### src/design/ddws_pkg.sv
package ddws_pkg;

  localparam int CORDIC_STAGES = 16;
  localparam int SQRT_STEPS = 17;
  localparam int ITER_STAGES = (CORDIC_STAGES > SQRT_STEPS) ? CORDIC_STAGES : SQRT_STEPS;
  localparam int QUO_W = 24;
  localparam int QUEUE_DEPTH = 2;

  localparam logic signed [31:0] Z_HALF_TURN = 32'sd188743680;
  localparam logic signed [31:0] Z_ROUND = 32'sd32768;
  localparam logic [7:0] SPEED_MAX = 8'd100;
  localparam logic [23:0] MS_SCALE = 24'd125;

  typedef enum logic [2:0] {
    REG_TURN_SPEED,
    REG_DRIVE_SPEED,
    REG_TURN_RATE,
    REG_DRIVE_RATE,
    REG_HEADING_TOL,
    REG_DISTANCE_TOL,
    REG_MIN_DURATION,
    REG_MAX_DURATION
  } reg_index_t;

  typedef struct packed {
    logic [6:0]  turn_speed;
    logic [6:0]  drive_speed;
    logic [9:0]  turn_rate_dps;
    logic [9:0]  drive_rate_mmps;
    logic [11:0] heading_tolerance;
    logic [15:0] distance_tolerance;
    logic [9:0]  min_dur_ms;
    logic [9:0]  max_dur_ms;
  } cfg_t;

  typedef struct packed {
    logic signed [16:0] dx;
    logic signed [16:0] dy;
    logic [12:0]        ch;
    logic signed [12:0] fin;
    logic               gv;
    logic               zero;
  } item_t;

  typedef struct packed {
    logic signed [27:0] x;
    logic signed [27:0] y;
    logic signed [31:0] z;
    logic [34:0]        rem;
    logic [16:0]        root;
    logic               zero;
    logic [12:0]        ch;
    logic signed [12:0] fin;
    logic               gv;
  } iter_t;

  typedef struct packed {
    logic [10:0]        den;
    logic [10:0]        rem;
    logic [QUO_W-1:0]   num;
    logic [QUO_W-1:0]   quo;
    logic               mag_zero;
    logic               spin;
    logic               pos;
    logic               reached;
    logic signed [12:0] herr;
    logic [16:0]        goal_dist;
  } div_t;

  typedef struct packed {
    logic signed [12:0] heading_error;
    logic [16:0]        distance;
    logic [9:0]         cmd_ms;
    logic signed [7:0]  right_speed;
    logic signed [7:0]  left_speed;
    logic               cmd_flag;
    logic               reached;
  } result_t;

  localparam logic signed [31:0] ATAN [0:23] = '{
    32'sd47185920, 32'sd27855475, 32'sd14718068, 32'sd7471121, 32'sd3750058,
    32'sd1876857, 32'sd938658, 32'sd469357, 32'sd234682, 32'sd117342,
    32'sd58671, 32'sd29335, 32'sd14668, 32'sd7334, 32'sd3667, 32'sd1833,
    32'sd917, 32'sd458, 32'sd229, 32'sd115, 32'sd57, 32'sd29, 32'sd14, 32'sd7
  };

  // Brings a difference of two angles into the range of half a turn either way.
  function automatic logic signed [12:0] wrap_angle(input logic signed [14:0] d);
    logic signed [14:0] r;
    r = d;
    if (r >= 15'sd5760) begin
      r = r - 15'sd5760;
    end else if (r <= -15'sd5760) begin
      r = r + 15'sd5760;
    end
    if (r > 15'sd2880) begin
      r = r - 15'sd5760;
    end else if (r < -15'sd2880) begin
      r = r + 15'sd5760;
    end
    return r[12:0];
  endfunction

  function automatic logic [7:0] sat_speed(input logic [6:0] v);
    return ({1'b0, v} > SPEED_MAX) ? SPEED_MAX : {1'b0, v};
  endfunction

endpackage

### src/design/ddws_queue.sv
module ddws_queue (
  input  logic            clk,
  input  logic            rst,
  input  logic            in_valid,
  output logic            in_ready,
  input  ddws_pkg::item_t in_item,
  output logic            out_valid,
  input  logic            out_ready,
  output ddws_pkg::item_t out_item
);

  ddws_pkg::item_t mem [0:ddws_pkg::QUEUE_DEPTH-1];
  logic wr_ptr, rd_ptr;
  logic [1:0] count;
  logic push, pop;

  assign in_ready = count != 2'(ddws_pkg::QUEUE_DEPTH);
  assign out_valid = count != 2'd0;
  assign out_item = mem[rd_ptr];
  assign push = in_valid && in_ready;
  assign pop = out_valid && out_ready;

  always_ff @(posedge clk) begin
    if (rst) begin
      wr_ptr <= 1'b0;
      rd_ptr <= 1'b0;
      count <= 2'd0;
    end else begin
      if (push) begin
        wr_ptr <= !wr_ptr;
      end
      if (pop) begin
        rd_ptr <= !rd_ptr;
      end
      count <= count + 2'(push) - 2'(pop);
    end
  end

  always_ff @(posedge clk) begin
    if (push) begin
      mem[wr_ptr] <= in_item;
    end
  end

endmodule

### config.mk
export PLATFORM = sky130hd
export DESIGN_NAME = ddws_queue
export DESIGN_NICKNAME = d
export VERILOG_FILES = /design/src/design/ddws_pkg.sv /design/src/design/ddws_queue.sv
export SDC_FILE = /design/constraint.sdc
export NUM_CORES = 1
export LEC_CHECK = 0
export ABC_CLOCK_PERIOD_IN_PS = 2090
export BUFFER_PORTS_ARGS = -buffer_cell sky130_fd_sc_hd__buf_2
export CORE_MARGIN = 5
export CORE_UTILIZATION = 38
export DETAILED_ROUTE_END_ITERATION = 10
export GPL_ROUTABILITY_DRIVEN = 1
export PLACE_DENSITY = 0.67
export SLEW_MARGIN = 30
export SYNTH_ARGS = -nofsm -noshare
export SYNTH_HDL_FRONTEND = slang
export SYNTH_SLANG_ARGS = --single-unit
### constraint.sdc
create_clock -name clk -period 2.09 [get_ports clk]
set_input_delay 0.3135 -clock clk [delete_from_list [all_inputs] [get_ports clk]]
set_output_delay 0.3135 -clock clk [all_outputs]
set_load 0.01 [all_outputs]
==> flow_metrics.env, run 1 <==
export IMPL_synth_top_area_share_pct=78.11
export IMPL_syn_area_um2=4767
export IMPL_holdWs_ns=0.09175
export IMPL_r2r_start="count[1]"
export IMPL_sw_frac_of_total_pct=24.58
export IMPL_power_switching_mw=1.828
export IMPL_pwr_share_seq_pct=43.6
export IMPL_cts_hold_buffers=0
export IMPL_tightest_slew_ns=0.3680
export IMPL_max_vdd_ir_drop_mv=0.5361
export IMPL_die_x_um=122.0
export IMPL_area_growth_pct=31.39
export IMPL_power_leakage_nw=2.349
export IMPL_run_status="complete, no violations"
export IMPL_cts_tree="built"
export IMPL_critPathMaxFanout=20
export IMPL_critPathBufInv=2
export IMPL_numPortBuffers=129
export IMPL_syn_nets=289
export IMPL_power_frac_comb_pct=17.2
export IMPL_post_synth_cell_area_avg_um2=21.47
export IMPL_final_common_cell="buf_2"
export IMPL_relSlewSlack_pct=75.24
export IMPL_setup_viol=0
export IMPL_final_max_slew_violation_count=0
export IMPL_fmax_ghz=0.5212
export IMPL_final_cell_mix="buf_2 (129), edfxtp_1 (124), mux2_1 (60), clkbuf_16 (17), clkinvlp_4 (5)"
export IMPL_p_total_mw=7.435
export IMPL_finClkSkew_ns=0.009338
export IMPL_via_per_inst=4.560
export IMPL_powerDensity_nw_per_um2=1187
export IMPL_die_h_um=122.0
export IMPL_totalWireLength_um=8961
export IMPL_hold_path_class="primary input to flop"
export IMPL_grt_max_degree=40
export IMPL_wl_per_cell_um=16.15
export IMPL_ys_warn_count=0
export IMPL_critical_path_top_delay_family="flip-flops"
export IMPL_drtIter0Drc=144
export IMPL_synth_cells=222
export IMPL_overflow=0
export IMPL_critPathLaunchType="flop"
export IMPL_initial_utilization_pct=38.24
export IMPL_clock_root_buffer="clkbuf_16"
export IMPL_p_int_mw=5.607
export IMPL_antenna_found_initial=2
export IMPL_final_layout_size_suffix_gt1_share_pct=45.69
export IMPL_period_needed_ns=1.919
export IMPL_cts_resized=0
export IMPL_grt_use_total_pct=12.59
export IMPL_drc=0
export IMPL_cts_made_buffers=17
export IMPL_cpPeakStageDelay_ns=0.50
export IMPL_cts_setup_buffers=0
export IMPL_cts_path_max_buffers=2
export IMPL_clock_power_share_pct=39.2
export IMPL_fp_coreArea_um2=12470
export IMPL_worstHoldStart="in_item[52]"
export IMPL_yosysUniqueCellTypes=26
export IMPL_n_antenna_cell=0
export IMPL_io_pins=130
export IMPL_row_count=41
export IMPL_insertion_delay_ns=0.40
export IMPL_crit_required_ns=1.78
export IMPL_path_clk_slew_ns=0.05
export IMPL_arrival_ns=1.61
export IMPL_yosys_top_cells_area="edfxtp_1 (78%), mux2_1 (14%), dfxtp_1 (2.1%)"
export IMPL_rsz0062_at_grt="false"
export IMPL_first_pass_iters=4
export IMPL_placed_cells=522
export IMPL_drtAntennaViolNets=0
export IMPL_die_area_um2=14890
export IMPL_path_class="flop to output pin"
export IMPL_synth_top_area_cell="edfxtp_1"
export IMPL_vias=2531
export IMPL_nets=437
export IMPL_endpoint_kind="output pin"
export IMPL_h_tree_depth=4
export IMPL_min_period_over_period_pct=91.80
export IMPL_dpl_hpwl_um=6052
export IMPL_worstPathCellList="buf_12 -> mux2_1 -> buf_2"
export IMPL_ys_ff_latch=129
export IMPL_slowest_stage="dfxtp_4"
export IMPL_fin_cells=555
export IMPL_finalSetupTns_ns=0
export IMPL_hold_violations=0
export IMPL_ys_seq_area_share_pct=80.21
export IMPL_maxCapViolations=0
export IMPL_cts_sinks=129
export IMPL_grt_pass1_wl_um=13770
export IMPL_grt_pass1_vias=2693
export IMPL_gp_congestion=0.6784
==> cell families (layout without fill, tap and decap cells) <==
logic type	after synthesis	in the layout	share of synthesized area (%)
compound gates	6	6	0.9184
xor+xnor	1	1	0.1838
fa+ha+maj	1	1	0.2624
buf+inv	8	169	1.601
flops	129	129	80.21
mux	62	62	14.65
simple gates	15	15	2.179
==> final cells by class <==
cell class	count	area [um2]
clock buffer	18	429.2
inverter	1	7.507
multi-input combinational	85	867.1
timing repair buffer	136	752.0
tap	172	215.2
clock inverter	14	165.2
fill	1077	6202
sequential	129	3827
==> power groups by stage <==
| stage | Clock [mW] | Sequential, mW | Combinational (mW) |
|---|---|---|---|
| after global routing | 3.14 | 3.27 | 1.40 |
| after CTS | 2.98 | 3.27 | 1.28 |
| final | 2.91 | 3.24 | 1.28 |
| after global placement | 0 | 3.31 | 1.26 |
| after floorplan | 0 | 3.24 | 0.808 |
| after detailed placement | 0 | 3.32 | 1.27 |
==> synthesized netlist by cell type <==
library cell and count:
nor4_1 1, or2_2 1, mux2_2 2, inv_1 1, and3_2 1, o21ai_1 1
nor3_2 1, nand3_1 1, mux2_1 60, and3_4 1, edfxtp_1 124, xor2_1 1
buf_2 1, nor2b_1 2, nor2_1 4, a21bo_1 1, o21ba_1 1, nor4bb_2 1
o31a_1 1, buf_6 6, dfxtp_1 5, o21ai_0 1, nand2b_1 1, ha_1 1
nand3b_1 1, a21oi_1 1
==> path summary, 6_finish.rpt <==
check                               endpoint  slack (ns)  depth (start not counted)
worst min-delay path              mem[1][52]        0.09                          1
worst max register to register      count[1]        0.37                          6
worst min register to register        rd_ptr        0.51                          2
worst max-delay path            out_item[27]        0.17                          3
==> per-layer routing <==
metal | global-route usage [%] | share of wire (%) | vias up
li1 | - | - | 1183
met3 | 6.267 | 8.9 | 21
met4 | 5.672 | 2.0 | 4
met1 | 13.55 | 38 | 1239
met2 | 20.89 | 51 | 84
met5 | 0 | 0.25 | -
==> registers in the layout, indices dropped and copies added (netlist names), named ones only <==
register / flops
wr_ptr: 1
rd_ptr: 1
count: 2
mem: 124
==> through the flow <==
stage	setup WS, ns	instance area (um2)	utilization [%]
6_report	0.1714	6264	50.25
5_1_grt	0.08280	6264	50.25
4_1_cts	0.01136	6252	50.16
3_5_place_dp	0.3887	5658	45.39
3_3_place_gp	0.4534	5658	45.39
2_1_floorplan	0.05652	4771	-
Power figures use the tool's default switching activity.
==> inputs of run 2 (changes only) <==
--- a/config.mk
+++ b/config.mk
@@ -8,10 +8,10 @@
 export ABC_CLOCK_PERIOD_IN_PS = 2090
 export BUFFER_PORTS_ARGS = -buffer_cell sky130_fd_sc_hd__buf_2
 export CORE_MARGIN = 5
-export CORE_UTILIZATION = 38
+export CORE_UTILIZATION = 47
 export DETAILED_ROUTE_END_ITERATION = 10
 export GPL_ROUTABILITY_DRIVEN = 1
-export PLACE_DENSITY = 0.67
+export PLACE_DENSITY = 0.8
 export SLEW_MARGIN = 30
 export SYNTH_ARGS = -nofsm -noshare
 export SYNTH_HDL_FRONTEND = slang
==> flow_metrics.env, run 2 (same netlist as run 1, synthesis figures left out) <==
export IMPL_run_status="complete, no violations"
export IMPL_antenna_found_initial=0
export IMPL_finClkSkew_ns=0.006243
export IMPL_grt_max_degree=63
export IMPL_overflow=0
export IMPL_p_int_mw=5.847
export IMPL_power_leakage_nw=2.613
export IMPL_totalWireLength_um=9972
export IMPL_fp_coreArea_um2=9819
export IMPL_power_frac_comb_pct=18.4
export IMPL_cts_made_buffers=17
export IMPL_dpl_hpwl_um=5395
export IMPL_n_antenna_cell=0
export IMPL_gp_congestion=0.6845
export IMPL_grt_pass1_vias=3122
export IMPL_fin_cells=576
export IMPL_finalSetupTns_ns=0
export IMPL_tightest_slew_ns=0.4469
export IMPL_grt_use_total_pct=16.28
export IMPL_drtIter0Drc=98
export IMPL_p_total_mw=7.667
export IMPL_vias=2779
export IMPL_fmax_ghz=0.5042
export IMPL_powerDensity_nw_per_um2=1121
export IMPL_hold_path_class="primary input to flop"
export IMPL_h_tree_depth=4
export IMPL_final_cell_mix="buf_2 (129), edfxtp_1 (124), dlygate4sd3_1 (62), mux2_1 (60), clkbuf_16 (17)"
export IMPL_clock_power_share_pct=39.5
export IMPL_holdWs_ns=0.05943
export IMPL_pwr_share_seq_pct=42.0
export IMPL_via_per_inst=4.825
export IMPL_final_common_cell="buf_2"
export IMPL_placed_cells=482
export IMPL_relSlewSlack_pct=70.21
export IMPL_cts_path_max_buffers=2
export IMPL_insertion_delay_ns=0.50
export IMPL_largest_register_ffs=124
export IMPL_die_x_um=110.7
export IMPL_nFillCells=658
export IMPL_hold_violations=0
export IMPL_final_layout_size_suffix_gt1_share_pct=38.60
export IMPL_setup_viol=0
export IMPL_io_pins=130
export IMPL_row_count=36
export IMPL_area_growth_pct=43.46
export IMPL_endpoint_kind="output pin"
export IMPL_power_switching_mw=1.820
export IMPL_die_area_um2=12260
export IMPL_final_max_slew_violation_count=0
export IMPL_arrival_ns=1.67
export IMPL_reg_largest_list="mem (124), count (2)"
export IMPL_period_needed_ns=1.983
export IMPL_clock_root_buffer="clkbuf_8"
export IMPL_path_class="flop to output pin"
export IMPL_path_clk_slew_ns=0.05
export IMPL_rsz0062_at_grt="false"
export IMPL_cts_sinks=129
export IMPL_nets=498
export IMPL_cts_tree="built"
export IMPL_numPortBuffers=129
export IMPL_crit_required_ns=1.78
export IMPL_die_h_um=110.7
export IMPL_initial_utilization_pct=48.55
export IMPL_maxCapViolations=0
export IMPL_critPathLaunchType="flop"
export IMPL_grt_pass1_wl_um=15390
export IMPL_max_vdd_ir_drop_mv=0.7043
export IMPL_sw_frac_of_total_pct=23.74
export IMPL_drtAntennaViolNets=0
export IMPL_drc=0
export IMPL_finish_utilization_pct=69.65
export IMPL_critPathMaxFanout=31
export IMPL_first_pass_iters=4
export IMPL_wl_per_cell_um=17.31
export IMPL_max_flop_register="mem"
export IMPL_min_period_over_period_pct=94.90
-- run 2: power by group through the flow --
stage          registers (mW)  logic, mW  clock network [mW]
6_report                 3.22       1.41                3.03
5_1_grt                  3.24       1.53                3.23
4_1_cts                  3.21       1.38                3.09
3_5_place_dp             3.26       1.28                   0
3_3_place_gp             3.25       1.26                   0
2_1_floorplan            3.24      0.808                   0
-- run 2: critical path: stages, from the launching register on --
cell and delay [ns]:
dfxtp_2 0.40, clkbuf_16 0.26, mux2_1 0.35, buf_2 0.15
-- run 2: area by class of cell --
cell class	count	area (um2)	area share, %
sequential	129	3825	55.93
timing repair buffer	197	1361	19.90
multi-input combinational	85	867.1	12.68
clock buffer	19	421.7	6.165
clock inverter	12	190.2	2.781
tap	133	166.4	2.433
inverter	1	7.507	0.1098
-- run 2: per-stage QoR --
step	worst slack [ns]	cell area [um2]
final	0.1066	6839
after global routing	0.03491	6839
after CTS	0.02049	6807
after detailed placement	0.4367	5574
after global placement	0.5299	5574
after floorplan	0.05652	4771
-- run 2: per-layer routing --
layer | global-route usage, % | part of all wire, % | vias to the layer above
li1 | - | - | 1306
met1 | 17.13 | 39 | 1357
met2 | 29.13 | 53 | 105
met3 | 7.205 | 6.7 | 11
met4 | 5.172 | 1.2 | 0
met5 | 0 | 0 | -
-- run 2: final timing paths --
path	from	endpoint	slack, ns	depth (start not counted)
min	rst	flop	0.06	2
max reg2reg	count[1]	count[1]	0.43	6
min reg2reg	rd_ptr	flop	0.51	2
max	flop	out_item[27]	0.11	3
-- run 2: repair_timing --
action | CTS | global route
setup endpoints to repair | 0 | 5
hold buffers | 62 | 0
setup buffers | 0 | 0
gates resized for setup | 0 | 1
hold endpoints to repair | 124 | 0
