--- src/design/ddws_pkg.sv ---
package ddws_pkg;

  localparam int CORDIC_STAGES = 16;
  localparam int SQRT_STEPS = 17;
  localparam int ITER_STAGES = (CORDIC_STAGES > SQRT_STEPS) ? CORDIC_STAGES : SQRT_STEPS;
  localparam int QUO_W = 24;
  localparam int QUEUE_DEPTH = 2;

  localparam logic signed [31:0] Z_HALF_TURN = 32'sd188743680;
  localparam logic signed [31:0] Z_ROUND = 32'sd32768;
  localparam logic [7:0] SPEED_MAX = 8'd100;
  localparam logic [23:0] MS_SCALE = 24'd125;

  typedef enum logic [2:0] {
    REG_TURN_SPEED,
    REG_DRIVE_SPEED,
    REG_TURN_RATE,
    REG_DRIVE_RATE,
    REG_HEADING_TOL,
    REG_DISTANCE_TOL,
    REG_MIN_DURATION,
    REG_MAX_DURATION
  } reg_index_t;

  typedef struct packed {
    logic [6:0]  turn_speed;
    logic [6:0]  drive_speed;
    logic [9:0]  turn_rate_dps;
    logic [9:0]  drive_rate_mmps;
    logic [11:0] heading_tolerance;
    logic [15:0] distance_tolerance;
    logic [9:0]  min_dur_ms;
    logic [9:0]  max_dur_ms;
  } cfg_t;

  typedef struct packed {
    logic signed [16:0] dx;
    logic signed [16:0] dy;
    logic [12:0]        ch;
    logic signed [12:0] fin;
    logic               gv;
    logic               zero;
  } item_t;

  typedef struct packed {
    logic signed [27:0] x;
    logic signed [27:0] y;
    logic signed [31:0] z;
    logic [34:0]        rem;
    logic [16:0]        root;
    logic               zero;
    logic [12:0]        ch;
    logic signed [12:0] fin;
    logic               gv;
  } iter_t;

  typedef struct packed {
    logic [10:0]        den;
    logic [10:0]        rem;
    logic [QUO_W-1:0]   num;
    logic [QUO_W-1:0]   quo;
    logic               mag_zero;
    logic               spin;
    logic               pos;
    logic               reached;
    logic signed [12:0] herr;
    logic [16:0]        goal_dist;
  } div_t;

  typedef struct packed {
    logic signed [12:0] heading_error;
    logic [16:0]        distance;
    logic [9:0]         cmd_ms;
    logic signed [7:0]  right_speed;
    logic signed [7:0]  left_speed;
    logic               cmd_flag;
    logic               reached;
  } result_t;

  localparam logic signed [31:0] ATAN [0:23] = '{
    32'sd47185920, 32'sd27855475, 32'sd14718068, 32'sd7471121, 32'sd3750058,
    32'sd1876857, 32'sd938658, 32'sd469357, 32'sd234682, 32'sd117342,
    32'sd58671, 32'sd29335, 32'sd14668, 32'sd7334, 32'sd3667, 32'sd1833,
    32'sd917, 32'sd458, 32'sd229, 32'sd115, 32'sd57, 32'sd29, 32'sd14, 32'sd7
  };

  // Brings a difference of two angles into the range of half a turn either way.
  function automatic logic signed [12:0] wrap_angle(input logic signed [14:0] d);
    logic signed [14:0] r;
    r = d;
    if (r >= 15'sd5760) begin
      r = r - 15'sd5760;
    end else if (r <= -15'sd5760) begin
      r = r + 15'sd5760;
    end
    if (r > 15'sd2880) begin
      r = r - 15'sd5760;
    end else if (r < -15'sd2880) begin
      r = r + 15'sd5760;
    end
    return r[12:0];
  endfunction

  function automatic logic [7:0] sat_speed(input logic [6:0] v);
    return ({1'b0, v} > SPEED_MAX) ? SPEED_MAX : {1'b0, v};
  endfunction

endpackage

--- src/design/ddws_front.sv ---
module ddws_front (
  input  logic            clk,
  input  logic            rst,
  input  logic            s_tvalid,
  output logic            s_tready,
  input  logic [95:0]     s_tdata,
  output logic            q_valid,
  input  logic            q_ready,
  output ddws_pkg::item_t q_item
);

  logic signed [15:0] cx, cy, gx, gy;
  logic [12:0] ch, ga;
  logic fv;
  ddws_pkg::item_t item, item_next;

  assign cx = s_tdata[15:0];
  assign cy = s_tdata[31:16];
  assign ch = s_tdata[44:32];
  assign gx = s_tdata[60:45];
  assign gy = s_tdata[76:61];
  assign ga = s_tdata[90:78];

  always_comb begin
    item_next.dx = 17'(gx) - 17'(cx);
    item_next.dy = 17'(gy) - 17'(cy);
    item_next.ch = ch;
    item_next.fin = ddws_pkg::wrap_angle($signed({2'b00, ga}) - $signed({2'b00, ch}));
    item_next.gv = s_tdata[77];
    item_next.zero = (gx == cx) && (gy == cy);
  end

  assign s_tready = !fv || q_ready;
  assign q_valid = fv;
  assign q_item = item;

  always_ff @(posedge clk) begin
    if (rst) begin
      fv <= 1'b0;
    end else if (s_tready) begin
      fv <= s_tvalid;
    end
  end

  always_ff @(posedge clk) begin
    if (s_tready && s_tvalid) begin
      item <= item_next;
    end
  end

endmodule

--- config.mk ---
export PLATFORM = sky130hd
export DESIGN_NAME = ddws_front
export DESIGN_NICKNAME = d
export VERILOG_FILES = /design/src/design/ddws_pkg.sv /design/src/design/ddws_front.sv
export SDC_FILE = /design/constraint.sdc
export NUM_CORES = 1
export LEC_CHECK = 0
export BUFFER_PORTS_ARGS = -buffer_cell sky130_fd_sc_hd__buf_4
export CELL_PAD_IN_SITES_DETAIL_PLACEMENT = 1
export CELL_PAD_IN_SITES_GLOBAL_PLACEMENT = 2
export CORE_MARGIN = 4
export CORE_UTILIZATION = 34
export CTS_BUF_LIST = sky130_fd_sc_hd__clkbuf_2
export DETAILED_ROUTE_END_ITERATION = 6
export GPL_TIMING_DRIVEN = 0
export PLACE_DENSITY_LB_ADDON = 0.08
export RECOVER_POWER = 100
export SYNTH_ARGS = -nofsm -noshare
export SYNTH_HDL_FRONTEND = slang
export SYNTH_SLANG_ARGS = --single-unit
--- constraint.sdc ---
create_clock -name clk -period 7.2 [get_ports clk]
set_clock_uncertainty 0.2 [all_clocks]
set_input_delay 0.72 -clock clk [delete_from_list [all_inputs] [get_ports clk]]
set_output_delay 0.72 -clock clk [all_outputs]
set_load 0.02 [all_outputs]
==> results of run 1 <==
-- registers in the layout, indices dropped and copies added, names as in the netlist --
name and count:
q_item 62, q_valid 1
-- logic make-up after synthesis --
kind of cell / after synthesis
and+or+nand+nor: 174
AOI/OAI and AO/OA: 149
buffers and inverters: 94
DFF: 63
adders and majority gates: 54
xor gates and xnor gates: 28
muxes: 1
-- synthesized netlist by cell type, drive strengths merged, types with 2 or more instances --
cell type,count
a2111oi,3
a211o,4
a211oi,3
a21boi,12
a21o,9
a21oi,28
a221oi,2
a22o,2
a31oi,6
a32o,2
and2,7
and3,4
and4,3
buf,3
clkbuf,4
edfxtp,62
fa,3
ha,51
inv,87
nand2,36
nand2b,5
nand3,18
nand3b,3
nand4,12
nor2,50
nor2b,10
nor3,5
nor3b,2
nor4,3
o2111ai,3
o211a,5
o211ai,4
o21a,5
o21ai,35
o21bai,2
o221ai,2
o22ai,4
o311ai,5
o31ai,2
or2,9
or3,5
xnor2,18
xor2,10
-- worst min path at each step --
stage	startpoint	endpoint
finish	rst	q_valid$_SDFFE_PP0N_
global route	rst	q_valid$_SDFFE_PP0N_
CTS	rst	q_valid$_SDFFE_PP0N_
detailed placement	q_valid$_SDFFE_PP0N_	q_valid$_SDFFE_PP0N_
global placement	q_valid$_SDFFE_PP0N_	q_valid$_SDFFE_PP0N_
floorplan	q_valid$_SDFFE_PP0N_	q_valid$_SDFFE_PP0N_
-- worst register-to-register path, delay by kind of cell, from the launching register on --
kind,cells,cell delay [ps]
simple gates,2,3160
flops,1,350
-- area by class of cell --
cell class,count,area [um2],area share (%)
timing repair buffer,158,912,14.1
buffer,7,30.0,0.465
clock inverter,5,72.6,1.12
sequential,63,1880,29.1
clock buffer,11,55.1,0.852
inverter,87,327,5.05
multi-input combinational,406,2950,45.7
tap,184,230,3.56
-- power by group through the flow --
stage	registers, mW	clock network (mW)	logic [mW]
2_1_floorplan	0.554	0	0.382
3_3_place_gp	0.495	0	0.643
3_5_place_dp	0.494	0	0.656
4_1_cts	0.486	0.270	0.660
5_1_grt	0.490	0.285	0.683
6_report	0.486	0.259	0.613
-- stage by stage --
| stage | worst slack [ps] | area, um2 | hold slack [ps] | util (%) |
|---|---|---|---|---|
| finish | 1170 | 6460 | 137 | 43.8 |
| global route | 904 | 6460 | 97.2 | 43.8 |
| CTS | 2120 | 6750 | 81.9 | 45.7 |
| detailed placement | 1520 | 6620 | 346 | 44.9 |
| global placement | 1610 | 6620 | 301 | 44.9 |
| floorplan | 2270 | 5200 | 529 | - |
-- per-layer routing --
metal	routed length [um]	track usage [%]
met3	1060	5.47
met2	6870	28.0
met1	6980	21.8
met5	0	0
met4	245	5.19
==> impl_metrics.py, run 1 <==
metrics = {
    "sta": {
        "drv_slew": 69,
        "period_share_pct": 83.8,
        "tightestPinTransition_ps": 4260,
        "setup_tns_ps": 0,
        "fin_crit_ps": 6030,
        "fmax_mhz": 166,
        "hold_viol": 0,
        "rsz0062_at_grt": "no",
        "setup_violations": 0,
        "relSlewSlack_pct": -184,
    },
    "pwr": {
        "p_comb_share_pct": 45.1,
        "p_clk_share_pct": 19.1,
        "total_power_mw": 1.36,
        "seq_power_share_pct": 35.8,
        "irDropWorstVdd_mv": 0.0960,
        "p_per_area_mw_per_mm2": 210,
        "switchingPower_mw": 0.532,
        "swShare_pct": 39.2,
        "p_leak_nw": 2.87,
        "p_int_mw": 0.826,
    },
    "place": {
        "place_congestion": 0.820,
        "port_buffers": 158,
        "dp_cells": 905,
        "dp_hpwl_um": 12300,
    },
    "die": {
        "io_pins": 164,
        "coreArea_mm2": 0.0148,
        "initial_core_util_pct": 35.3,
        "die_area_mm2": 0.0173,
        "die_w_um": 132,
        "die_h_um": 132,
        "row_count": 44,
    },
    "critical_path": {
        "startpoint": "s_tdata[32]",
        "reg2reg_depth": 2,
        "crit_family": "compound AO/OA/AOI/OAI gates",
        "cp_max_fo": 7,
        "cp.required_ps": 7290,
        "crit_end": "q_item[12]$_DFFE_PP_",
        "crit_slowest_cell": "o311ai_0",
        "cp-end-kind": "flip-flop",
        "timing.rr.start": "q_valid$_SDFFE_PP0N_",
        "crit_type": "in2reg",
        "critPathLaunchType": "input pin",
        "cp_data_arrival_time_ps": 6130,
        "crit_cells": 18,
        "critPathBufInv": 2,
        "r2r-end": "q_item[17]$_DFFE_PP_",
        "cpPeakStageDelay_ps": 1560,
        "cp_cell_sequence": "clkbuf_1, ha_1, fa_1, and2b_1, o211a_1, o311ai_0, a2111oi_2, or3_4, a21o_4, a22o_1, xnor2_1, ha_1, inv_1, and4_4, o31ai_2, a21oi_2, o32ai_2, xnor2_1",
        "reg2reg_slack_ps": 3000,
    },
    "synthesis": {
        "async_reset_ff_share_pct": 0,
        "synth_top_family_by_area": "compound AO/OA/AOI/OAI gates",
        "syn_inst": 563,
        "synthTopCellsByArea": "edfxtp_1 36%, ha_1 12%, inv_1 6.3%",
        "synth.top_cell.area_share_pct": 35.8,
        "syn_nets": 717,
        "synth-seq-cells": 63,
        "synth_area_mm2": 0.00520,
        "synth_adder_area_share_pct": 13.4,
        "synth.avg_cell_area_um2": 9.24,
        "synthMuxAreaShare_pct": 0.192,
        "synth-edff-count": 62,
        "ys_seq_area_share_pct": 36.2,
        "synth_compound_area_share_pct": 21.7,
        "synthSimpleGateAreaFrac_pct": 16.8,
        "synth_xor_area_share_pct": 4.86,
        "synth.distinct_cells": 74,
        "synth_ff_type": "edfxtp_1",
        "yosysWarnings": 0,
        "yosysTopAreaCell": "edfxtp_1",
    },
    "detailed_routing": {
        "drtIter0Drc": 151,
        "drt_first_pass_iters": 4,
        "post_drt_wl_per_cell_um": 16.4,
        "vias": 4704,
        "drc_errors": 0,
        "vias_per_cell": 5.11,
        "totalWireLength_um": 15200,
        "ant_nets": 0,
    },
    "cts": {
        "cts_buffer_depth": 2,
        "cts.hold.buffers_added": 0,
        "clkLatencyLatePin_ps": 510,
        "cts-root-buf": "clkbuf_2",
        "cts.repair.resized": 0,
        "cts_sinks": 63,
        "cts_buffers": 9,
        "clkSlewWorstSetupHoldPaths_ps": 160,
        "htree_levels": 3,
        "cts_setup_buffers": 0,
        "cts_tree": "done",
    },
    "run_status": {
        "violations": "max-capacitance violations, max-slew violations",
        "status": "finished with violations",
    },
    "global_route": {
        "grt_pass1_vias": 4978,
        "antenna_found_initial": 0,
        "track_usage_pct": 17.2,
        "grt_overflow": 0,
        "grt_pass1_wl_um": 24500,
        "grt_max_degree": 63,
    },
    "layout": {
        "synthToLayoutAreaGrowth_pct": 24.2,
        "n_antenna_cell": 0,
        "nFillCells": 1791,
        "final_cells": 921,
        "drive_gt1_share_pct": 17.5,
        "layout_common_cells": "87 x inv_1, 77 x clkbuf_1, 75 x buf_4, 62 x edfxtp_1, 51 x ha_1",
        "fin_nets": 886,
        "layout_commonest_cell": "inv_1",
    },
    "worst_hold_path": {
        "hold_path_depth": 2,
        "hp-class": "in2reg",
    },
    "job": {
        "maxCapViolations": 2,
    },
}
(Power assumes the default switching activity.)
==> run 2: changes to the inputs <==
--- a/config.mk
+++ b/config.mk
@@ -5,11 +5,12 @@
 export SDC_FILE = /design/constraint.sdc
 export NUM_CORES = 1
 export LEC_CHECK = 0
+export ABC_AREA = 1
 export BUFFER_PORTS_ARGS = -buffer_cell sky130_fd_sc_hd__buf_4
 export CELL_PAD_IN_SITES_DETAIL_PLACEMENT = 1
 export CELL_PAD_IN_SITES_GLOBAL_PLACEMENT = 2
 export CORE_MARGIN = 4
-export CORE_UTILIZATION = 34
+export CORE_UTILIZATION = 30
 export CTS_BUF_LIST = sky130_fd_sc_hd__clkbuf_2
 export DETAILED_ROUTE_END_ITERATION = 6
 export GPL_TIMING_DRIVEN = 0
==> constraint.sdc (replaced) <==
create_clock -name clk -period 6.28 [get_ports clk]
set_clock_uncertainty 0.2 [all_clocks]
set_input_delay 0.628 -clock clk [delete_from_list [all_inputs] [get_ports clk]]
set_output_delay 0.628 -clock clk [all_outputs]
set_load 0.02 [all_outputs]
==> run 2 against run 1 <==
Effect of this change: the flow now finishes without violations; hold slack got worse by 12 ps; global-route usage fell by 1.0 points; combinational power rose by 20%; wire length rose by 5.4%; clock power rose by 3%; clock-buffer cell count did not move; sequential share of layout area fell by 1.5 points; sequential power rose by 14%; non-clock buffer count rose by 11; cell count rose by 18%; largest power group unchanged.
==> impl_metrics.py, run 2 <==
metrics = {
    "run_status": {
        "status": "complete, no violations",
    },
    "layout": {
        "stdcell_area_mm2": 0.00681,
        "largest_reg_flops": 62,
        "layout_common_cells": "154 x nand2_1, 126 x inv_1, 73 x buf_4, 70 x clkbuf_1, 62 x edfxtp_1",
        "layout_commonest_cell": "nand2_1",
        "drive_gt1_share_pct": 19.1,
        "synthToLayoutAreaGrowth_pct": 27.2,
        "fin_nets": 1012,
    },
    "critical_path": {
        "reg2reg_slack_ps": 1810,
        "crit_end": "q_item[10]$_DFFE_PP_",
        "cp_max_fo": 8,
        "startpoint": "s_tdata[32]",
        "crit_top_cell": "nand2_1",
        "crit_family": "simple AND/OR/NAND/NOR gates",
        "timing.rr.start": "q_valid$_SDFFE_PP0N_",
        "r2r-end": "q_item[43]$_DFFE_PP_",
        "critPathLaunchType": "input pin",
        "cp.required_ps": 6400,
        "crit_cells": 28,
        "crit_type": "in2reg",
        "crit_slowest_cell": "dlygate4sd3_1",
        "cp_data_arrival_time_ps": 5290,
        "cp-end-kind": "flip-flop",
        "critPathBufInv": 7,
        "cpPeakStageDelay_ps": 560,
        "reg2reg_depth": 4,
    },
    "sta": {
        "setup_tns_ps": 0,
        "tightestPinTransition_ps": 1240,
        "hold_viol": 0,
        "drv_slew": 0,
        "fin_crit_ps": 5170,
        "fmax_mhz": 193,
        "worst_slack_ps": 1110,
        "whs_ps": 125,
        "rsz0062_at_grt": "no",
        "relSlewSlack_pct": 17.0,
        "period_share_pct": 82.3,
        "setup_violations": 0,
    },
    "worst_hold_path": {
        "hp-class": "in2reg",
    },
    "synthesis": {
        "synth-edff-count": 62,
        "synth_common_cells": "151 x nand2_1, 125 x inv_1, 62 x edfxtp_1, 55 x nand3_1, 51 x ha_1",
        "syn_nets": 826,
        "yosysMostFrequentCell": "nand2_1",
        "syn_inst": 672,
        "async_reset_ff_share_pct": 0,
        "synth.distinct_cells": 37,
        "synth_ff_type": "edfxtp_1",
        "synth.avg_cell_area_um2": 7.97,
        "yosysWarnings": 0,
        "synthTopCellsByArea": "edfxtp_1 35%, ha_1 12%, nand2_1 11%",
        "synth_area_mm2": 0.00535,
        "synth.top_cell.area_share_pct": 34.8,
        "ys_seq_area_share_pct": 35.1,
        "synth-seq-cells": 63,
        "yosysTopAreaCell": "edfxtp_1",
    },
    "die": {
        "io_pins": 164,
        "coreArea_mm2": 0.0174,
        "die_w_um": 142,
        "die_area_mm2": 0.0200,
        "initial_core_util_pct": 30.7,
        "row_count": 48,
        "die_h_um": 142,
    },
    "job": {
        "maxCapViolations": 0,
    },
    "place": {
        "placed_cell_area_mm2": 0.00692,
        "dp_hpwl_um": 13200,
        "dpl_worst_slack_ps": 1590,
        "port_buffers": 158,
        "place_congestion": 0.802,
    },
    "detailed_routing": {
        "drc_errors": 0,
        "ant_nets": 0,
        "vias": 4974,
        "totalWireLength_um": 16000,
        "drtIter0Drc": 130,
        "vias_per_cell": 4.57,
        "drt_first_pass_iters": 4,
        "post_drt_wl_per_cell_um": 14.7,
    },
    "pwr": {
        "seq_power_share_pct": 35.5,
        "swShare_pct": 43.2,
        "p_clk_share_pct": 17.2,
        "irDropWorstVdd_mv": 0.113,
        "switchingPower_mw": 0.674,
        "p_per_area_mw_per_mm2": 229,
        "p_leak_nw": 3.37,
        "p_comb_share_pct": 47.3,
        "p_int_mw": 0.886,
    },
    "cts": {
        "clkSlewWorstSetupHoldPaths_ps": 210,
        "cts_sinks": 63,
        "cts_buffer_depth": 2,
        "cts_tree": "done",
        "cts.repair.resized": 0,
        "clkLatencyLatePin_ps": 540,
        "htree_levels": 3,
        "cts-root-buf": "clkbuf_2",
        "cts_buffers": 9,
    },
    "global_route": {
        "grt_overflow": 0,
        "antenna_found_initial": 2,
        "grt_max_degree": 22,
        "grt_pass1_wl_um": 26200,
        "grt_pass1_vias": 5421,
        "track_usage_pct": 16.1,
    },
}
==> run 2: changes by cell type after synthesis, moves of 17 or more <==
cell,before,now
xor2_1,9,30
nand3_1,18,55
nand2_1,35,151
o21ai_0,30,10
nor2_1,50,33
nand2_2,1,22
inv_1,87,125
==> run 2: through the flow <==
step	utilization, %	total power, mW	instances
2_1_floorplan	-	1.10	672
3_3_place_gp	39.2	1.34	1055
3_5_place_dp	39.7	1.36	1058
4_1_cts	40.8	1.65	1082
5_1_grt	39.1	1.70	1089
6_report	39.1	1.56	1089
==> run 2: worst min path at each step <==
stage	start	end	slack (ps)	depth (start not counted)
after detailed placement	q_valid$_SDFFE_PP0N_	q_valid$_SDFFE_PP0N_	350	2
after floorplan	rst	q_valid$_SDFFE_PP0N_	500	1
after CTS	s_tdata[38]	q_item[21]$_DFFE_PP_	0.07	1
final	s_tvalid	q_valid$_SDFFE_PP0N_	120	3
after global placement	q_valid$_SDFFE_PP0N_	q_valid$_SDFFE_PP0N_	280	2
after global routing	s_tvalid	q_valid$_SDFFE_PP0N_	90	3
==> run 2: area by class of cell <==
| cell class | instances | area, um2 |
|---|---|---|
| Buffer | 1 | 11.3 |
| Tap cell | 225 | 282 |
| Inverter | 135 | 514 |
| Sequential cell | 63 | 1880 |
| Timing Repair Buffer | 175 | 1090 |
| Multi-Input combinational cell | 473 | 2930 |
| Fill cell | 2193 | 10600 |
| Antenna cell | 2 | 5.00 |
| Clock inverter | 4 | 47.5 |
| Clock buffer | 11 | 55.1 |
==> run 2: what timing repair did <==
item,CTS,global route
hold buffers,9,5
endpoints found under the setup margin,0,0
endpoints found under the hold margin,9,5
setup buffers,0,0
==> run 2: tightest hold or removal path: stages <==
cell	delay, ps
buf_4	100
inv_1	60
a21oi_1	60
==> run 2: power by group through the flow <==
stage	sequential, mW	combinational [mW]	clock, mW
CTS	0.556	0.806	0.286
detailed placement	0.564	0.796	0
floorplan	0.634	0.466	0
global placement	0.568	0.774	0
global route	0.560	0.839	0.299
finish	0.554	0.738	0.268
==> run 2: cell families (layout without fill, tap and decap cells) <==
family	count (synthesis)	count (layout)	synth area share [%]
AND/OR/NAND/NOR	308	308	27.8
flip-flops	63	63	35.1
buffers and inverters	136	326	9.82
adder cells (fa/ha/maj)	54	54	13.0
AO/OA/AOI/OAI	74	74	8.18
XOR/XNOR	37	37	6.05
other	0	2	0
==> run 2: routing by layer <==
layer  track usage (%)  vias to the layer above  wire length (um)
met2              27.2                      107              7480
met4              5.76                        0               323
met5                 0                        -                 0
met1              20.6                     2292              7330
li1                  -                     2559                 -
met3              3.17                       16               824
==> run 3: changes to the inputs <==
--- a/config.mk
+++ b/config.mk
@@ -10,7 +10,7 @@
 export CELL_PAD_IN_SITES_DETAIL_PLACEMENT = 1
 export CELL_PAD_IN_SITES_GLOBAL_PLACEMENT = 2
 export CORE_MARGIN = 4
-export CORE_UTILIZATION = 30
+export CORE_UTILIZATION = 27
 export CTS_BUF_LIST = sky130_fd_sc_hd__clkbuf_2
 export DETAILED_ROUTE_END_ITERATION = 6
 export GPL_TIMING_DRIVEN = 0
==> constraint.sdc (replaced) <==
create_clock -name clk -period 4.6 [get_ports clk]
set_clock_uncertainty 0.2 [all_clocks]
set_input_delay 0.46 -clock clk [delete_from_list [all_inputs] [get_ports clk]]
set_output_delay 0.46 -clock clk [all_outputs]
set_load 0.02 [all_outputs]
==> run 3 against run 2 <==
Effect of this change: the run now ends with max-capacitance violations, max-slew violations left; combinational power is 41% higher; power is 39% higher; first-iteration DRC count is 25% lower; worst setup slack worse by 730 ps; critical path depth stayed put; design area is 2.3% higher; wire length is 2.5% higher; cell count is 3.9% higher; non-clock buffer count is 2 higher; global-route usage is 1.2 points lower; clock power is 37% higher; utilization is 3.3 points lower; critical endpoint is now q_item[11]$_DFFE_PP_; highest routed layer unchanged.
==> impl_metrics.py, run 3 (synthesis results as in run 2) <==
metrics = {
    "critical_path": {
        "critPathLaunchType": "input pin",
        "cp_max_fo": 8,
        "cp.required_ps": 4690,
        "crit_type": "in2reg",
        "cp-end-kind": "flip-flop",
        "cp_data_arrival_time_ps": 4310,
    },
    "run_status": {
        "status": "finished with violations",
        "violations": "max-capacitance violations, max-slew violations",
    },
    "detailed_routing": {
        "vias": 4976,
        "drc_errors": 0,
        "ant_nets": 0,
        "totalWireLength_um": 16400,
        "drt_first_pass_iters": 4,
        "drtIter0Drc": 98,
        "post_drt_wl_per_cell_um": 14.5,
        "vias_per_cell": 4.40,
    },
    "cts": {
        "cts-root-buf": "clkbuf_2",
        "cts_buffer_depth": 2,
        "cts_setup_buffers": 0,
        "cts_tree": "done",
        "htree_levels": 3,
        "cts_buffers": 9,
        "clkLatencyLatePin_ps": 510,
        "cts_sinks": 63,
        "clkSlewWorstSetupHoldPaths_ps": 230,
    },
    "global_route": {
        "grt_overflow": 0,
        "antenna_found_initial": 1,
        "grt_pass1_wl_um": 26600,
        "track_usage_pct": 14.9,
        "grt_max_degree": 21,
        "grt_pass1_vias": 5371,
    },
    "layout": {
        "nFillCells": 2441,
        "synthToLayoutAreaGrowth_pct": 30.1,
        "largest_reg_flops": 62,
        "stdcell_area_mm2": 0.00696,
        "drive_gt1_share_pct": 20.3,
        "fin_nets": 1014,
        "layout_common_cells": "151 x nand2_1, 123 x inv_1, 74 x buf_4, 69 x clkbuf_1, 62 x edfxtp_1",
        "layout_commonest_cell": "nand2_1",
    },
    "worst_hold_path": {
        "hp-class": "in2reg",
    },
    "sta": {
        "setup_tns_ps": 0,
        "setup_violations": 0,
        "whs_ps": 114,
        "rsz0062_at_grt": "no",
        "fin_crit_ps": 4220,
        "hold_viol": 0,
        "relSlewSlack_pct": -7.45,
        "fmax_mhz": 237,
        "drv_slew": 16,
        "period_share_pct": 91.8,
        "tightestPinTransition_ps": 1610,
    },
    "place": {
        "placed_cell_area_mm2": 0.00697,
        "dp_hpwl_um": 13500,
        "place_congestion": 0.766,
        "port_buffers": 158,
    },
    "die": {
        "die_h_um": 149,
        "initial_core_util_pct": 27.5,
        "row_count": 51,
        "coreArea_mm2": 0.0195,
        "die_area_mm2": 0.0221,
        "io_pins": 164,
        "die_w_um": 149,
    },
    "pwr": {
        "p_int_mw": 1.22,
        "p_clk_share_pct": 17.0,
        "p_leak_nw": 3.39,
        "irDropWorstVdd_mv": 0.163,
        "swShare_pct": 43.4,
        "p_per_area_mw_per_mm2": 310,
        "p_comb_share_pct": 48.0,
        "seq_power_share_pct": 35.0,
        "switchingPower_mw": 0.938,
    },
    "job": {
        "maxCapViolations": 1,
    },
}
-- run 3: cell types whose count changed in the layout (fill, tap and decap cells not counted), moves of 2 or more --
cell | previous run | this run
dlygate4sd3_1 | 14 | 16
inv_2 | 6 | 9
clkinv_4 | 0 | 2
nand2_2 | 19 | 21
nand2_1 | 154 | 151
inv_1 | 126 | 123
-- run 3: worst max-delay path: stages --
cell	delay, ps
dlygate4sd3_1	550
clkbuf_1	120
ha_1	230
fa_2	380
inv_2	100
nand3_1	90
nand2_1	120
nand2_1	80
nand3_1	120
nand2_4	100
inv_1	90
ha_1	140
inv_1	40
nor2_2	130
nand3_2	100
nand2_2	140
nand2_8	100
inv_4	120
nand2_1	100
o21ai_4	120
ha_4	190
inv_1	70
o21ai_0	150
nand2_1	80
nand3_1	100
nand3_2	130
nand2_1	110
nand2_1	50
-- run 3: power groups by stage --
stage               combinational [mW]  clock, mW  sequential (mW)
detailed placement                1.09          0            0.772
CTS                               1.11      0.398            0.760
global route                      1.18      0.418            0.765
finish                            1.04      0.368            0.756
global placement                  1.06          0            0.777
floorplan                        0.637          0            0.865
-- run 3: cell type report --
type / instances / area (um2) / share of cell area, %
Multi-Input combinational cell: 473 / 2980 / 42.8
Sequential cell: 63 / 1880 / 27.0
Timing Repair Buffer: 177 / 1130 / 16.2
Inverter: 135 / 514 / 7.39
Tap cell: 265 / 332 / 4.76
Clock inverter: 6 / 61.3 / 0.881
Clock buffer: 10 / 50.0 / 0.719
Buffer: 1 / 11.3 / 0.162
Antenna cell: 1 / 2.50 / 0.0359
-- run 3: path summary, 6_finish.rpt --
check             cells after the start  slack (ps)                  from                   end
setup / recovery                     28         380           s_tdata[32]  q_item[11]$_DFFE_PP_
hold / removal                        3         110            s_tdata[0]  q_item[45]$_DFFE_PP_
setup reg to reg                      4         580  q_valid$_SDFFE_PP0N_   q_item[9]$_DFFE_PP_
hold reg to reg                       3         880  q_valid$_SDFFE_PP0N_  q_valid$_SDFFE_PP0N_
-- run 3: what timing repair did --
action | 4_1_cts | 5_1_grt
endpoints found under the hold margin | 15 | 0
endpoints found under the setup margin | 0 | 6
hold buffers | 16 | 0
gates resized for setup | 0 | 8
-- run 3: metal layers --
metal	GRT usage (%)	part of all wire, %	vias up
li1	-	-	2559
met1	19.3	47	2298
met2	25.1	46	104
met3	3.46	5.2	15
met4	4.35	1.5	0
met5	0	0	-
-- run 3: stage by stage --
stage / cells / setup WS, ps / power, mW / utilization [%]
after floorplan: 672 / 384 / 1.50 / -
final: 1131 / 379 / 2.16 / 35.8
after global routing: 1131 / 57.2 / 2.36 / 35.8
after detailed placement: 1098 / 32.6 / 1.86 / 35.8
after CTS: 1130 / 28.1 / 2.27 / 37.2
after global placement: 1095 / -1770 / 1.84 / 35.3
